===== config.mk =====
export PLATFORM = sky130hd
export DESIGN_NAME = can_battery_frame_collector_top
export DESIGN_NICKNAME = d
export VERILOG_FILES = /design/src/hdl/cbfc_pkg.sv /design/src/hdl/can_battery_frame_collector_top.sv /design/src/hdl/cbfc_front.sv /design/src/hdl/cbfc_queue.sv /design/src/hdl/cbfc_back.sv
export SDC_FILE = /design/constraint.sdc
export NUM_CORES = 1
export LEC_CHECK = 0
export BUFFER_PORTS_ARGS = -buffer_cell sky130_fd_sc_hd__buf_2
export CORE_AREA = 2 2 282 284
export DETAILED_ROUTE_END_ITERATION = 10
export DIE_AREA = 0 0 284 286
export GPL_TIMING_DRIVEN = 1
export PLACE_DENSITY = 0.59
export SYNTH_ARGS = -nofsm -noshare
export SYNTH_HDL_FRONTEND = slang
export SYNTH_HIERARCHICAL = 1
export SYNTH_SLANG_ARGS = --single-unit

===== constraint.sdc =====
create_clock -name clk -period 6.6 [get_ports clk]
set_input_delay 0.33 -clock clk [delete_from_list [all_inputs] [get_ports clk]]
set_output_delay 0.33 -clock clk [all_outputs]
set_load 0.01 [all_outputs]

===== src/hdl/cbfc_pkg.sv =====
// ----------------------------------------------------------------------------
// cbfc_pkg
// Shared types, identifiers and helpers of the battery-pack frame collector.
// ----------------------------------------------------------------------------
`timescale 1ns / 1ps
`default_nettype none

package cbfc_pkg;

  // fixed frame identifiers
  localparam logic [31:0] ID_V1   = 32'd2281734144;
  localparam logic [31:0] ID_V5   = 32'd2281799680;
  localparam logic [31:0] ID_V9   = 32'd2281865216;
  localparam logic [31:0] ID_V13  = 32'd2281930752;
  localparam logic [31:0] ID_VTA  = 32'd2214625280;
  localparam logic [31:0] ID_TEMP = 32'd2415951872;
  localparam logic [31:0] ID_S    = 32'd2214756352;

  // received-flag slot of each identifier
  localparam logic [2:0] SLOT_V1   = 3'd0;
  localparam logic [2:0] SLOT_V5   = 3'd1;
  localparam logic [2:0] SLOT_V9   = 3'd2;
  localparam logic [2:0] SLOT_V13  = 3'd3;
  localparam logic [2:0] SLOT_VTA  = 3'd4;
  localparam logic [2:0] SLOT_TEMP = 3'd5;
  localparam logic [2:0] SLOT_S    = 3'd6;

  localparam int NUM_SLOTS  = 7;
  localparam int NUM_VALUES = 31;
  localparam int IDX_S      = 16;
  localparam int IDX_T      = 23;
  localparam int IDX_VT     = 27;

  localparam logic [4:0]  LAST_IDX     = 5'd30;
  localparam logic [6:0]  FULL_MASK    = 7'h7F;
  localparam logic [3:0]  MAX_LEN      = 4'd8;
  localparam logic [16:0] CUR_OFFSET   = 17'd30000;
  localparam logic [16:0] TEMP_OFFSET  = 17'd40;
  localparam logic [15:0] WINDOW_RESET = 16'd20000;
  localparam logic [15:0] ELAPSED_MAX  = 16'hFFFF;

  localparam int QUEUE_DEPTH_DEF = 2;

  // item operation codes
  localparam logic OP_FRAME = 1'b0;
  localparam logic OP_TICK  = 1'b1;

  // command handed from the front to the back
  typedef struct packed {
    logic        is_tick;
    logic [2:0]  slot;
    logic [3:0]  len;
    logic [63:0] payload;
  } cmd_t;

  typedef struct packed {
    logic full;
    logic empty;
  } q_stat_t;

  typedef enum logic [1:0] {
    BK_IDLE,
    BK_CHECK,
    BK_WALK
  } back_state_t;

  // byte k of the payload, byte 0 in the top bits
  function automatic logic [7:0] pl_byte(input logic [63:0] pl, input int unsigned k);
    pl_byte = pl[63 - 8*k -: 8];
  endfunction

  // big-endian word from bytes k and k+1
  function automatic logic [15:0] pl_word(input logic [63:0] pl, input int unsigned k);
    pl_word = {pl_byte(pl, k), pl_byte(pl, k + 1)};
  endfunction

endpackage

`default_nettype wire


===== src/hdl/can_battery_frame_collector_top.sv =====
// ----------------------------------------------------------------------------
// can_battery_frame_collector_top
// Battery-pack frame collector: front decode, command queue, store and walk.
// ----------------------------------------------------------------------------
// Input channel (in_valid / in_stall): one item is a received frame or a
// one millisecond tick. Frames with a bad size or an unknown identifier are
// taken and dropped. Other items enter a QUEUE_DEPTH-entry command queue;
// in_stall is high only while that queue is full.
// The back pops one command a cycle while its store sequencer is idle. A
// command that causes no release leaves it idle; one that releases moves it
// to a check state that tests the store for nonzero entries, then to a walk
// that gives 31 result items, one per cycle while out_stall is low, index 0
// to 30, last set on index 30. A release of an all-zero store gives no items.
// Result channel (out_valid / out_stall): the item sits in an output register
// and holds while out_stall is high; the walk waits, and the queue keeps
// taking items until it fills.
// Configuration (cfg_valid / cfg_ready): cfg_data writes window_ms; ready is
// always high. Write it only while the block is idle.
// Reset (rst_n, synchronous) empties the queue and the store, clears the
// flags and window counter and sets window_ms to 20000, at once.
// ----------------------------------------------------------------------------
`timescale 1ns / 1ps
`default_nettype none

module can_battery_frame_collector_top
  import cbfc_pkg::*;
#(
  parameter int QUEUE_DEPTH = QUEUE_DEPTH_DEF
) (
  input  wire logic               clk,
  input  wire logic               rst_n,
  input  wire logic               cfg_valid,
  output logic                    cfg_ready,
  input  wire logic [15:0]        cfg_data,
  input  wire logic               in_valid,
  output logic                    in_stall,
  input  wire logic               in_operation,
  input  wire logic               in_size_ok,
  input  wire logic [31:0]        in_can_id,
  input  wire logic [3:0]         in_length,
  input  wire logic [63:0]        in_payload,
  output logic                    out_valid,
  input  wire logic               out_stall,
  output logic [4:0]              out_value_index,
  output logic signed [16:0]      out_value,
  output logic                    out_all_received,
  output logic [6:0]              out_received_mask,
  output logic                    out_last
);

  q_stat_t q_stat;
  cmd_t    push_cmd;
  cmd_t    head_cmd;
  logic    q_push;
  logic    q_pop;

  cbfc_front u_front (
    .clk          (clk),
    .rst_n        (rst_n),
    .in_valid     (in_valid),
    .in_stall     (in_stall),
    .in_operation (in_operation),
    .in_size_ok   (in_size_ok),
    .in_can_id    (in_can_id),
    .in_length    (in_length),
    .in_payload   (in_payload),
    .q_stat       (q_stat),
    .q_push       (q_push),
    .q_cmd        (push_cmd)
  );

  cbfc_queue #(
    .DEPTH (QUEUE_DEPTH)
  ) u_queue (
    .clk      (clk),
    .rst_n    (rst_n),
    .push     (q_push),
    .push_cmd (push_cmd),
    .pop      (q_pop),
    .head_cmd (head_cmd),
    .stat     (q_stat)
  );

  cbfc_back u_back (
    .clk               (clk),
    .rst_n             (rst_n),
    .cfg_valid         (cfg_valid),
    .cfg_ready         (cfg_ready),
    .cfg_data          (cfg_data),
    .q_stat            (q_stat),
    .q_cmd             (head_cmd),
    .q_pop             (q_pop),
    .out_valid         (out_valid),
    .out_stall         (out_stall),
    .out_value_index   (out_value_index),
    .out_value         (out_value),
    .out_all_received  (out_all_received),
    .out_received_mask (out_received_mask),
    .out_last          (out_last)
  );

endmodule

`default_nettype wire


===== src/hdl/cbfc_front.sv =====
// ----------------------------------------------------------------------------
// cbfc_front
// Accepts input items, matches the frame identifier and queues commands.
// ----------------------------------------------------------------------------
`timescale 1ns / 1ps
`default_nettype none

module cbfc_front
  import cbfc_pkg::*;
(
  input  wire logic        clk,
  input  wire logic        rst_n,
  input  wire logic        in_valid,
  output logic             in_stall,
  input  wire logic        in_operation,
  input  wire logic        in_size_ok,
  input  wire logic [31:0] in_can_id,
  input  wire logic [3:0]  in_length,
  input  wire logic [63:0] in_payload,
  input  wire q_stat_t     q_stat,
  output logic             q_push,
  output cmd_t             q_cmd
);

  logic       known;
  logic [2:0] slot;

  always_comb begin
    known = 1'b1;
    slot  = SLOT_V1;
    priority if (in_can_id == ID_V1)   slot = SLOT_V1;
    else if (in_can_id == ID_V5)       slot = SLOT_V5;
    else if (in_can_id == ID_V9)       slot = SLOT_V9;
    else if (in_can_id == ID_V13)      slot = SLOT_V13;
    else if (in_can_id == ID_VTA)      slot = SLOT_VTA;
    else if (in_can_id == ID_TEMP)     slot = SLOT_TEMP;
    else if (in_can_id == ID_S)        slot = SLOT_S;
    else                               known = 1'b0;
  end

  assign in_stall = q_stat.full;

  // frames that change nothing are taken and dropped here
  assign q_push = in_valid && !q_stat.full &&
                  ((in_operation == OP_TICK) || (in_size_ok && known));

  always_comb begin
    q_cmd.is_tick = (in_operation == OP_TICK);
    q_cmd.slot    = slot;
    q_cmd.len     = (in_length > MAX_LEN) ? MAX_LEN : in_length;
    q_cmd.payload = in_payload;
  end

  // clk and rst_n feed only the checks below
`ifndef SYNTHESIS
  a_push_only_open: assert property (@(posedge clk) disable iff (!rst_n)
    q_push |-> !in_stall)
    else $error("command pushed into a full queue");
  a_len_sat: assert property (@(posedge clk) disable iff (!rst_n)
    q_push |-> q_cmd.len <= MAX_LEN)
    else $error("length not saturated");
  a_drop_unknown: assert property (@(posedge clk) disable iff (!rst_n)
    (in_valid && !known && (in_operation == OP_FRAME)) |-> !q_push)
    else $error("unknown frame queued");
`endif

endmodule

`default_nettype wire


===== src/hdl/cbfc_queue.sv =====
// ----------------------------------------------------------------------------
// cbfc_queue
// Short command queue between the front and the back.
// ----------------------------------------------------------------------------
`timescale 1ns / 1ps
`default_nettype none

module cbfc_queue
  import cbfc_pkg::*;
#(
  parameter int DEPTH = QUEUE_DEPTH_DEF
) (
  input  wire logic clk,
  input  wire logic rst_n,
  input  wire logic push,
  input  wire cmd_t push_cmd,
  input  wire logic pop,
  output cmd_t      head_cmd,
  output q_stat_t   stat
);

  localparam int AW = (DEPTH > 1) ? $clog2(DEPTH) : 1;
  localparam int CW = $clog2(DEPTH + 1);
  localparam logic [AW-1:0] PTR_LAST = AW'(DEPTH - 1);
  localparam logic [CW-1:0] CNT_FULL = CW'(DEPTH);

  cmd_t          mem_r [DEPTH];
  logic [AW-1:0] wr_ptr_r, wr_ptr_nxt;
  logic [AW-1:0] rd_ptr_r, rd_ptr_nxt;
  logic [CW-1:0] count_r, count_nxt;

  always_comb begin
    wr_ptr_nxt = wr_ptr_r;
    rd_ptr_nxt = rd_ptr_r;
    count_nxt  = count_r;
    if (push) begin
      wr_ptr_nxt = (wr_ptr_r == PTR_LAST) ? '0 : wr_ptr_r + 1'b1;
    end
    if (pop) begin
      rd_ptr_nxt = (rd_ptr_r == PTR_LAST) ? '0 : rd_ptr_r + 1'b1;
    end
    if (push && !pop) begin
      count_nxt = count_r + 1'b1;
    end else if (pop && !push) begin
      count_nxt = count_r - 1'b1;
    end
  end

  always_ff @(posedge clk) begin
    if (!rst_n) begin
      wr_ptr_r <= '0;
      rd_ptr_r <= '0;
      count_r  <= '0;
    end else begin
      wr_ptr_r <= wr_ptr_nxt;
      rd_ptr_r <= rd_ptr_nxt;
      count_r  <= count_nxt;
    end
  end

  always_ff @(posedge clk) begin
    if (push) begin
      mem_r[wr_ptr_r] <= push_cmd;
    end
  end

  assign head_cmd   = mem_r[rd_ptr_r];
  assign stat.full  = (count_r == CNT_FULL);
  assign stat.empty = (count_r == '0);

`ifndef SYNTHESIS
  a_no_overflow: assert property (@(posedge clk) disable iff (!rst_n)
    stat.full |-> !push || pop)
    else $error("queue overflow");
  a_no_underflow: assert property (@(posedge clk) disable iff (!rst_n)
    stat.empty |-> !pop)
    else $error("queue underflow");
  a_count_bound: assert property (@(posedge clk) disable iff (!rst_n)
    count_r <= CNT_FULL)
    else $error("queue count out of range");
`endif

endmodule

`default_nettype wire


===== src/hdl/cbfc_back.sv =====
// ----------------------------------------------------------------------------
// cbfc_back
// Value store, received flags and window counter; walks a release out.
// ----------------------------------------------------------------------------
`timescale 1ns / 1ps
`default_nettype none

module cbfc_back
  import cbfc_pkg::*;
(
  input  wire logic               clk,
  input  wire logic               rst_n,
  input  wire logic               cfg_valid,
  output logic                    cfg_ready,
  input  wire logic [15:0]        cfg_data,
  input  wire q_stat_t            q_stat,
  input  wire cmd_t               q_cmd,
  output logic                    q_pop,
  output logic                    out_valid,
  input  wire logic               out_stall,
  output logic [4:0]              out_value_index,
  output logic signed [16:0]      out_value,
  output logic                    out_all_received,
  output logic [6:0]              out_received_mask,
  output logic                    out_last
);

  back_state_t state_r, state_nxt;

  logic [16:0]           store_r [NUM_VALUES];
  logic [NUM_VALUES-1:0] nz_r;
  logic [6:0]            flags_r;
  logic [15:0]           elapsed_r;
  logic [15:0]           window_r;
  logic                  all_r;
  logic [4:0]            idx_r;

  logic                  out_valid_r;
  logic [4:0]            out_index_r;
  logic [16:0]           out_value_r;
  logic                  out_all_r;
  logic [6:0]            out_mask_r;
  logic                  out_last_r;

  logic                  frame_p, tick_p, expired, load, wipe;
  logic                  rel_req, rel_all, any_nz;
  logic [6:0]            flags_new;
  logic [NUM_VALUES-1:0] we;
  logic [16:0]           wd [NUM_VALUES];

  assign cfg_ready = 1'b1;
  assign any_nz    = |nz_r;

  // control outputs of the sequencer
  always_comb begin
    q_pop     = (state_r == BK_IDLE) && !q_stat.empty;
    frame_p   = q_pop && !q_cmd.is_tick;
    tick_p    = q_pop && q_cmd.is_tick;
    expired   = (elapsed_r >= window_r);
    flags_new = flags_r | (frame_p ? (7'(1) << q_cmd.slot) : 7'd0);
    rel_req   = (frame_p && (flags_new == FULL_MASK)) ||
                (tick_p && (expired ? (flags_r[1:0] == 2'b11)
                                    : (flags_r == FULL_MASK)));
    rel_all   = !(tick_p && expired);
    load      = (state_r == BK_WALK) && (!out_valid_r || !out_stall);
    wipe      = (tick_p && expired && (flags_r[1:0] != 2'b11)) ||
                ((state_r == BK_CHECK) && !any_nz) ||
                (load && (idx_r == LAST_IDX));
  end

  always_comb begin
    unique case (state_r)
      BK_IDLE:  state_nxt = rel_req ? BK_CHECK : BK_IDLE;
      BK_CHECK: state_nxt = any_nz ? BK_WALK : BK_IDLE;
      BK_WALK:  state_nxt = (load && (idx_r == LAST_IDX)) ? BK_IDLE : BK_WALK;
      default:  state_nxt = BK_IDLE;
    endcase
  end

  // decode of the frame into store writes
  always_comb begin
    for (int i = 0; i < NUM_VALUES; i++) begin
      wd[i] = '0;
    end
    we = '0;
    if (frame_p) begin
      for (int s = 0; s < 4; s++) begin
        for (int k = 0; k < 4; k++) begin
          if ((q_cmd.slot == 3'(s)) && (q_cmd.len >= 4'(2*k + 2))) begin
            we[4*s + k] = 1'b1;
            wd[4*s + k] = {1'b0, pl_word(q_cmd.payload, 2*k)};
          end
        end
      end
      for (int k = 0; k < 4; k++) begin
        if ((q_cmd.slot == SLOT_VTA) && (q_cmd.len >= 4'(2*k + 2))) begin
          we[IDX_VT + k] = 1'b1;
          // current channels carry an offset
          wd[IDX_VT + k] = (k % 2 == 1)
                           ? {1'b0, pl_word(q_cmd.payload, 2*k)} - CUR_OFFSET
                           : {1'b0, pl_word(q_cmd.payload, 2*k)};
        end
        if ((q_cmd.slot == SLOT_TEMP) && (q_cmd.len > 4'(k))) begin
          we[IDX_T + k] = 1'b1;
          wd[IDX_T + k] = {9'd0, pl_byte(q_cmd.payload, k)} - TEMP_OFFSET;
        end
      end
      for (int k = 0; k < 5; k++) begin
        if ((q_cmd.slot == SLOT_S) && (q_cmd.len > 4'(k))) begin
          we[IDX_S + k] = 1'b1;
          wd[IDX_S + k] = {9'd0, pl_byte(q_cmd.payload, k)};
        end
      end
      // sixth s channel is a word or a lone byte depending on length
      if (q_cmd.slot == SLOT_S) begin
        if (q_cmd.len >= 4'd7) begin
          we[IDX_S + 5] = 1'b1;
          wd[IDX_S + 5] = {1'b0, pl_word(q_cmd.payload, 5)};
        end else if (q_cmd.len == 4'd6) begin
          we[IDX_S + 5] = 1'b1;
          wd[IDX_S + 5] = {9'd0, pl_byte(q_cmd.payload, 5)};
        end
      end
    end
  end

  always_ff @(posedge clk) begin
    if (!rst_n) begin
      state_r     <= BK_IDLE;
      nz_r        <= '0;
      flags_r     <= '0;
      elapsed_r   <= '0;
      window_r    <= WINDOW_RESET;
      all_r       <= 1'b0;
      idx_r       <= '0;
      out_valid_r <= 1'b0;
    end else begin
      state_r <= state_nxt;
      if (cfg_valid) begin
        window_r <= cfg_data;
      end
      if (wipe) begin
        nz_r      <= '0;
        flags_r   <= '0;
        elapsed_r <= '0;
      end else begin
        for (int i = 0; i < NUM_VALUES; i++) begin
          if (we[i]) begin
            nz_r[i] <= (wd[i] != '0);
          end
        end
        if (frame_p) begin
          flags_r <= flags_new;
        end
        if (tick_p && !expired && (elapsed_r != ELAPSED_MAX)) begin
          elapsed_r <= elapsed_r + 1'b1;
        end
      end
      if (rel_req) begin
        all_r <= rel_all;
      end
      if (state_r == BK_CHECK) begin
        idx_r <= '0;
      end else if (load) begin
        idx_r <= idx_r + 1'b1;
      end
      if (load) begin
        out_valid_r <= 1'b1;
      end else if (!out_stall) begin
        out_valid_r <= 1'b0;
      end
    end
  end

  // store entries without a nonzero mark read as zero
  always_ff @(posedge clk) begin
    for (int i = 0; i < NUM_VALUES; i++) begin
      if (we[i]) begin
        store_r[i] <= wd[i];
      end
    end
    if (load) begin
      out_index_r <= idx_r;
      out_value_r <= nz_r[idx_r] ? store_r[idx_r] : 17'd0;
      out_all_r   <= all_r;
      out_mask_r  <= flags_r;
      out_last_r  <= (idx_r == LAST_IDX);
    end
  end

  assign out_valid         = out_valid_r;
  assign out_value_index   = out_index_r;
  assign out_value         = signed'(out_value_r);
  assign out_all_received  = out_all_r;
  assign out_received_mask = out_mask_r;
  assign out_last          = out_last_r;

`ifndef SYNTHESIS
  a_walk_needs_ids01: assert property (@(posedge clk) disable iff (!rst_n)
    (state_r == BK_WALK) |-> (flags_r[1:0] == 2'b11))
    else $error("release walk without ids 0 and 1");
  a_check_one_cycle: assert property (@(posedge clk) disable iff (!rst_n)
    (state_r == BK_CHECK) |=> (state_r != BK_CHECK))
    else $error("check state held");
  a_idx_bound: assert property (@(posedge clk) disable iff (!rst_n)
    (state_r == BK_WALK) |-> (idx_r <= LAST_IDX))
    else $error("walk index out of range");
  a_last_index: assert property (@(posedge clk) disable iff (!rst_n)
    (out_valid_r && out_last_r) |-> (out_index_r == LAST_IDX))
    else $error("last flag on wrong value");
`endif

endmodule

`default_nettype wire


; Word level (Yosys, flattened, before mapping)
; Memories as Yosys holds them, arrays and structs flattened. A register that Yosys moved wholly into a read port is not among the register bits.
; Index checks and enable logic that the tools add are counted.
[classes]
bitwise = 2
magnitude_cmp = 13
reduce_logical = 123
n_eq_ne = 24
n_mux = 233
shifts = 1
add_sub_neg = 12
[ops]
columns = cell, n
row1 = $mux 17, 32
row2 = $reduce_bool 17->1, 30
row3 = $reduce_or 17->1, 24
row4 = $mux 374, 1
row5 = $mux 16, 18
row6 = $eq 32x32->1 const B, 7
row7 = $mux 136, 1
row8 = $mux 1, 134
row9 = $mux 5, 24
row10 = $mux 8, 7
row11 = $logic_and 1x1->1, 46
row12 = $sub 8x6->9 const B, 4
row13 = $sub 16x15->17 const B, 2
row14 = $reduce_or 30->1, 1
row15 = $mux 22, 1
row16 = $mux 3, 7
row17 = $add 16x1->16 const B, 1
row18 = $ge 16x16->1, 1
row19 = $ne 16x16->1 const B, 1
row20 = $eq 7x7->1 const B, 2
row21 = $ge 4x3->1 const B, 3
row22 = $logic_not 1->1, 11
row23 = $eq 3x3->1 const B, 3
row24 = $gt 4x1->1 const B, 2
row25 = other kinds (31), 45
[totals]
wordCells = 454
input_bits = 123
reg_bits = 96
n_memories = 2
mem_bits_rw = 671
[mem_list]
columns = name, depth, word_bits, rd, rd_ports_with_merged_regs, wr, line_no
row1 = u_back.store_r, 31, 17, 1, 1, 6, cbfc_back.sv:30  ; logic [16:0] store_r [NUM_VALUES];
row2 = u_queue.mem_r, 2, 72, 1, 1, 1, cbfc_queue.sv:27  ; cmd_t mem_r [DEPTH];

; Longest topological paths before layout
[logic_depth]
word_depth = 15
ltp_mapped = 13
mapped_depth_nobuf = 10

; By module
; Netlist, hierarchy kept.
[modules_own_cells]
columns = module, cells_each, area_per_inst_um2, instances
row1 = cbfc_back, 1921, 24856.3, 1
row2 = cbfc_queue, 246, 5440.2, 1
row3 = cbfc_front, 95, 709.4, 1

; Worst setup path after synthesis
; OpenSTA, ideal clock, no wires.
[synth_path]
path_type = input to register
from = in in_can_id[2]
to = mem u_queue/mem_r[0][0] in the netlist's numbering (enable)
arrival_time_ns = 4.533
stages = 5
path_slack_ns = 1.555
setup_time_ns = 0.512
cell_sequence = nor4_1 -> and4_1 -> nand4_2 -> o31ai_2 -> nor2b_1
[synth_between]
elab_chain_len = 13
word_cells_on_any_way = 19
[synth_rtl]
columns = element, line_no
row1 = from (decl), can_battery_frame_collector_top.sv:39  ; input wire logic [31:0] in_can_id,
row2 = $eq 32x32->1, cbfc_front.sv:37  ; else if (in_can_id == ID_S) slot = SLOT_S;
row3 = $mux 1, cbfc_front.sv:37
row4 = $mux 1, cbfc_front.sv:36  ; else if (in_can_id == ID_TEMP) slot = SLOT_TEMP;
row5 = $mux 1, cbfc_front.sv:35  ; else if (in_can_id == ID_VTA) slot = SLOT_VTA;
row6 = $mux 1, cbfc_front.sv:34  ; else if (in_can_id == ID_V13) slot = SLOT_V13;
row7 = $mux 1, cbfc_front.sv:33  ; else if (in_can_id == ID_V9) slot = SLOT_V9;
row8 = $mux 1, cbfc_front.sv:32  ; else if (in_can_id == ID_V5) slot = SLOT_V5;
row9 = $mux 1 (*), cbfc_front.sv:31  ; priority if (in_can_id == ID_V1) slot = SLOT_V1;
row10 = $logic_and 1x1->1 (*), cbfc_front.sv:45  ; ((in_operation == OP_TICK) || (in_size_ok && known));
row11 = $logic_or 1x1->1 (*), cbfc_front.sv:45
row12 = $logic_and 1x1->1 (*), cbfc_front.sv:44  ; assign q_push = in_valid && !q_stat.full &&
row13 = named net q_push, can_battery_frame_collector_top.sv:54  ; logic q_push;
row14 = $mux 1 (*), cbfc_queue.sv:62  ; if (push) begin
row15 = $mux 1 (not written as such) (*), cbfc_queue.sv:63  ; mem_r[wr_ptr_r] <= push_cmd;
row16 = to (decl), cbfc_queue.sv:27
; Mark *: on every way through the listed nets, which the timed path passes. The rest lies on a longest branch.

==> implementation parameters <==
Parameter                              Value

Placed design
  Final HPWL DP ... 62.13 mm
  Weighted congestion at the end of routability-driven global placement ... 0.9190
  Number of placed instances with taps included ... 3,307
  Port Buf Inserts ... 155

Pwr
  Power density over the cells ... 314.2 nW/um2
  IR drop worst, VDD ... 0.0001725 V
  Leakage ... 11.72 nW
  Design Power ... 11.19 mW

Flow run
  Max_cap viols ... 0

Timing
  Worst-Margin Slew ... 1.375 ns
  Highest attainable clock frequency ... 235.9 MHz
  Total negative slack ... 0 ns
  Setup violations, final ... 0
  Setup skew after layout ... 0.03524 ns
  Slew Viols, Final ... 0
  Final worst path period need ... 4.239 ns
  Worst rel slew slack ... 7.976%
  Post-route clock period utilization ... 64.22%
  Fin Hold WS ... 0.01693 ns
  Final hold violation count ... 0
  Setup repair after global routing missed its margin ... false

CTS
  Clock Root Buffer ... sky130_fd_sc_hd__clkbuf_16
  Maximum buffer depth of the clock tree ... 3
  Deepest level of the CTS H-tree ... 3
  CTS sink cnt ... 672
  Clk_lat worst skew ... 0.64 ns
  Number of CTS-inserted buffers ... 73
  CTS tree ... yes
  CTS clock-pin slew for the worst setup and hold paths ... 0.06 ns
  Post-CTS setup buffer count ... 0

Logic synthesis
  Syn_nets ... 2,414
  Number of storage elements in the synthesis netlist ... 672
  YS warnings ... 6
  Synthesized instance count ... 2,262
  Portion of the post-synthesis area used by sequential elements ... 62.40%
  Complex-gate fraction of the synthesized area ... 4.899%
  Fraction of the mapped netlist area in adder cells ... 1.170%
  Dominant synthesized flop cell ... sky130_fd_sc_hd__edfxtp_1
  Synthesized area per cell ... 13.71 um2
  Async set-or-reset flop fraction in the synthesized netlist ... 0%
  EDFF count, synth ... 589
  Xor/xnor cell area share of the yosys netlist ... 1.215%
  Cell area after technology mapping ... 31,010 um2
  Mux cell area share after synthesis ... 11.73%
  Simple-Gate Fraction of Synth Area ... 14.25%
  Combinational family with the most area after synthesis ... simple AND/OR/NAND/NOR gates
  Library cells used by synthesis ... 77

Global route
  Global-route wire length before repair ... 130.4 mm
  Vias in the first global route ... 19,482
  GR Util All Layers ... 21.92%
  Initial antenna violation count ... 6
  Largest net degree at the start of global routing ... 74
  Met2 layer usage reported by global route ... 35.28%
  Met3 demand-to-capacity share in global routing ... 3.660%
  Met1 layer usage reported by global route ... 29.62%
  GRT overflow ... 0
  Busiest grt layer ... met2

Critical path
  CP max-delay cell ... sky130_fd_sc_hd__nor2_2
  Critical Path Fanout Max ... 30
  Category of the most critical setup path ... flip-flop to flip-flop
  Slack of the worst reg-to-reg path ... 2.36 ns
  Worst R2R End ... u_back/store_r[8][1]
  Reg2Reg Depth ... 5
  Critical Path, Cell by Cell ... mux2_2 -> nor4_2 -> nor2b_1 -> nand2_1 -> nor2_2
  Critical path's largest stage delay ... 1.19 ns
  WP data required ... 6.82 ns
  Data arrival time at the worst-slack endpoint ... 4.46 ns
  Nature of the critical path startpoint ... flip-flop
  Worst path bufs/invs ... 0
  Endpoint type of the worst setup path ... flip-flop
  Cell family contributing the most delay on the critical path ... simple AND/OR/NAND/NOR gates

Floorplan
  Die outline area ... 81,220 um2
  Die height ... 286 um
  Die X ... 284 um
  Top Ports ... 157
  FP Rows ... 103
  Core footprint ... 78,360 um2
  Initial Util ... 39.57%

Routing
  DRC ... 0
  Number of iterations in the first detailed-routing pass ... 5
  Total number of vias ... 19,458
  Routed wirelength normalized by instance count ... 25.38 um
  Number of violations reported at the end of detailed-routing iteration 0 ... 2,022
  Via density ... 5.511
  Number of routed nets with antenna violations ... 0
  Sum of routed wire length over all layers ... 89.61 mm

Worst hold path
  Worst min-delay path endpoint ... u_back/window_r[9]
  Worst hold start ... rst_n
  Min-delay worst type ... input pin to flip-flop
  Min-Delay Path Depth ... 2

Run status
  Outcome ... completed

Finish
  Post-layout instance count excluding filler cells ... 3,531
  Final nets ... 2,569
  Share of final-layout standard cells stronger than drive strength 1 ... 21.83%
  Fillcell total ... 7,038
  Synth-to-layout area growth ... 14.89%
[sequential cells by signal, summed over array words and instances (netlist names), 2 cells and up, named ones only]
register,flops
u_back/out_value_index,5
u_back/idx_r,5
u_back/nz_r,30
u_back/out_value,17
u_back/elapsed_r,16
u_back/store_r,414
u_back/flags_r,7
u_queue/mem_r,144
u_back/out_received_mask,7
u_back/window_r,16
u_queue/count_r,2
u_back/state_r,2
[per-stage QoR]
step,setup WS (ns),util [%],area (um2)
floorplan,1.555,-,31010
global route,1.967,45.45,35620
global placement,2.537,41.23,32310
CTS,2.384,45.43,35600
detailed placement,2.394,41.23,32310
finish,2.361,45.46,35620
[worst max path at each step]
stage               slack (ns)              endpoint  cells after the start
floorplan                 1.56   u_queue/mem_r[0][0]                      5
global placement          2.54        u_back/nz_r[8]                      7
detailed placement        2.39        u_back/nz_r[8]                      7
CTS                       2.38        u_back/nz_r[8]                      7
global route              1.97        u_back/nz_r[8]                      7
finish                    2.36  u_back/store_r[8][1]                      5
[logic make-up after synthesis]
family                   Yosys count
adder cells (fa/ha/maj)           29
AND/OR/NAND/NOR                  818
multiplexers                     228
AO/OA/AOI/OAI                    227
XOR/XNOR                          43
buffers and inverters            244
other                              1
flip-flops                       672
[synthesized netlist by cell type (5+ instances only)]
cell / instances / share of area [%]
sky130_fd_sc_hd__edfxtp_1: 589 / 57
sky130_fd_sc_hd__ha_1: 29 / 1.2
sky130_fd_sc_hd__nand4_1: 10 / 0.20
sky130_fd_sc_hd__mux2_2: 72 / 2.6
sky130_fd_sc_hd__nand3_1: 24 / 0.39
sky130_fd_sc_hd__and3_1: 10 / 0.20
sky130_fd_sc_hd__buf_4: 74 / 1.8
sky130_fd_sc_hd__buf_6: 13 / 0.47
sky130_fd_sc_hd__o22ai_1: 12 / 0.24
sky130_fd_sc_hd__nor2b_1: 20 / 0.40
sky130_fd_sc_hd__xnor2_1: 22 / 0.62
sky130_fd_sc_hd__a22oi_1: 9 / 0.22
sky130_fd_sc_hd__inv_1: 38 / 0.46
sky130_fd_sc_hd__mux2i_1: 55 / 1.8
sky130_fd_sc_hd__or3_1: 6 / 0.12
sky130_fd_sc_hd__o21a_1: 7 / 0.17
sky130_fd_sc_hd__nand2_1: 101 / 1.2
sky130_fd_sc_hd__o211ai_1: 10 / 0.24
sky130_fd_sc_hd__nor4_1: 27 / 0.54
sky130_fd_sc_hd__o21ai_0: 52 / 0.84
sky130_fd_sc_hd__xor2_1: 21 / 0.59
sky130_fd_sc_hd__nor3_1: 86 / 1.4
sky130_fd_sc_hd__a21oi_1: 65 / 1.0
sky130_fd_sc_hd__a211oi_1: 13 / 0.31
sky130_fd_sc_hd__a2111oi_0: 7 / 0.20
sky130_fd_sc_hd__a211oi_2: 12 / 0.48
sky130_fd_sc_hd__nor2_1: 175 / 2.1
sky130_fd_sc_hd__mux4_2: 100 / 7.3
sky130_fd_sc_hd__clkinv_1: 5 / 0.061
sky130_fd_sc_hd__dfxtp_1: 83 / 5.4
sky130_fd_sc_hd__and2_1: 308 / 6.2
sky130_fd_sc_hd__clkbuf_1: 64 / 0.77
sky130_fd_sc_hd__buf_2: 39 / 0.63
sky130_fd_sc_hd__and4_1: 5 / 0.14
sky130_fd_sc_hd__nand2b_1: 11 / 0.22
sky130_fd_sc_hd__a31oi_1: 7 / 0.14
sky130_fd_sc_hd__buf_1: 8 / 0.097
[cell usage in the layout, fill, tap and decap left out, types with 74 or more instances in the layout]
cell type,n
sky130_fd_sc_hd__nand2_1,101
sky130_fd_sc_hd__dfxtp_1,79
sky130_fd_sc_hd__nor3_1,86
sky130_fd_sc_hd__dlygate4sd3_1,84
sky130_fd_sc_hd__mux4_2,100
sky130_fd_sc_hd__nor2_1,161
sky130_fd_sc_hd__edfxtp_1,589
sky130_fd_sc_hd__buf_2,155
sky130_fd_sc_hd__clkbuf_16,74
sky130_fd_sc_hd__and2_1,307
[report_power, final]
| group | switching [mW] | leakage (nW) | internal [mW] |
|---|---|---|---|
| sequential | 0.104 | 5.87 | 4.85 |
| clock | 1.71 | 1.19 | 2.49 |
| combinational | 1.43 | 4.66 | 0.603 |
| total | 3.25 | 11.7 | 7.95 |
[layer usage]
| layer | vias to the layer above | routed length (um) |
|---|---|---|
| li1 | 8639 | - |
| met1 | 9781 | 37070 |
| met2 | 895 | 42420 |
| met3 | 139 | 6944 |
| met4 | 4 | 3150 |
| met5 | - | 27 |
[worst register-to-register path, cell delays in order, from the launching register on]
cell	delay, ns
sky130_fd_sc_hd__dfxtp_4	0.58
sky130_fd_sc_hd__mux2_2	0.40
sky130_fd_sc_hd__nor4_2	0.35
sky130_fd_sc_hd__nor2b_1	0.63
sky130_fd_sc_hd__nand2_1	0.66
sky130_fd_sc_hd__nor2_2	1.20
[repair_timing]
action,CTS,global route
gates resized for setup,0,0
endpoints found under the hold margin,149,0
hold buffers,84,0
[area by class of cell]
cell class / instances / area (um2) / share of cell area [%]
diodes: 3 / 7.507 / 0.02107
clock buffers: 98 / 1992 / 5.592
clock inverters: 38 / 455.4 / 1.278
inverters: 46 / 172.7 / 0.4847
multi-input cells: 1346 / 10400 / 29.21
flip-flops and latches: 672 / 19360 / 54.35
well taps: 1050 / 1314 / 3.688
repair buffers: 278 / 1917 / 5.381
(Power assumes the default switching activity.)
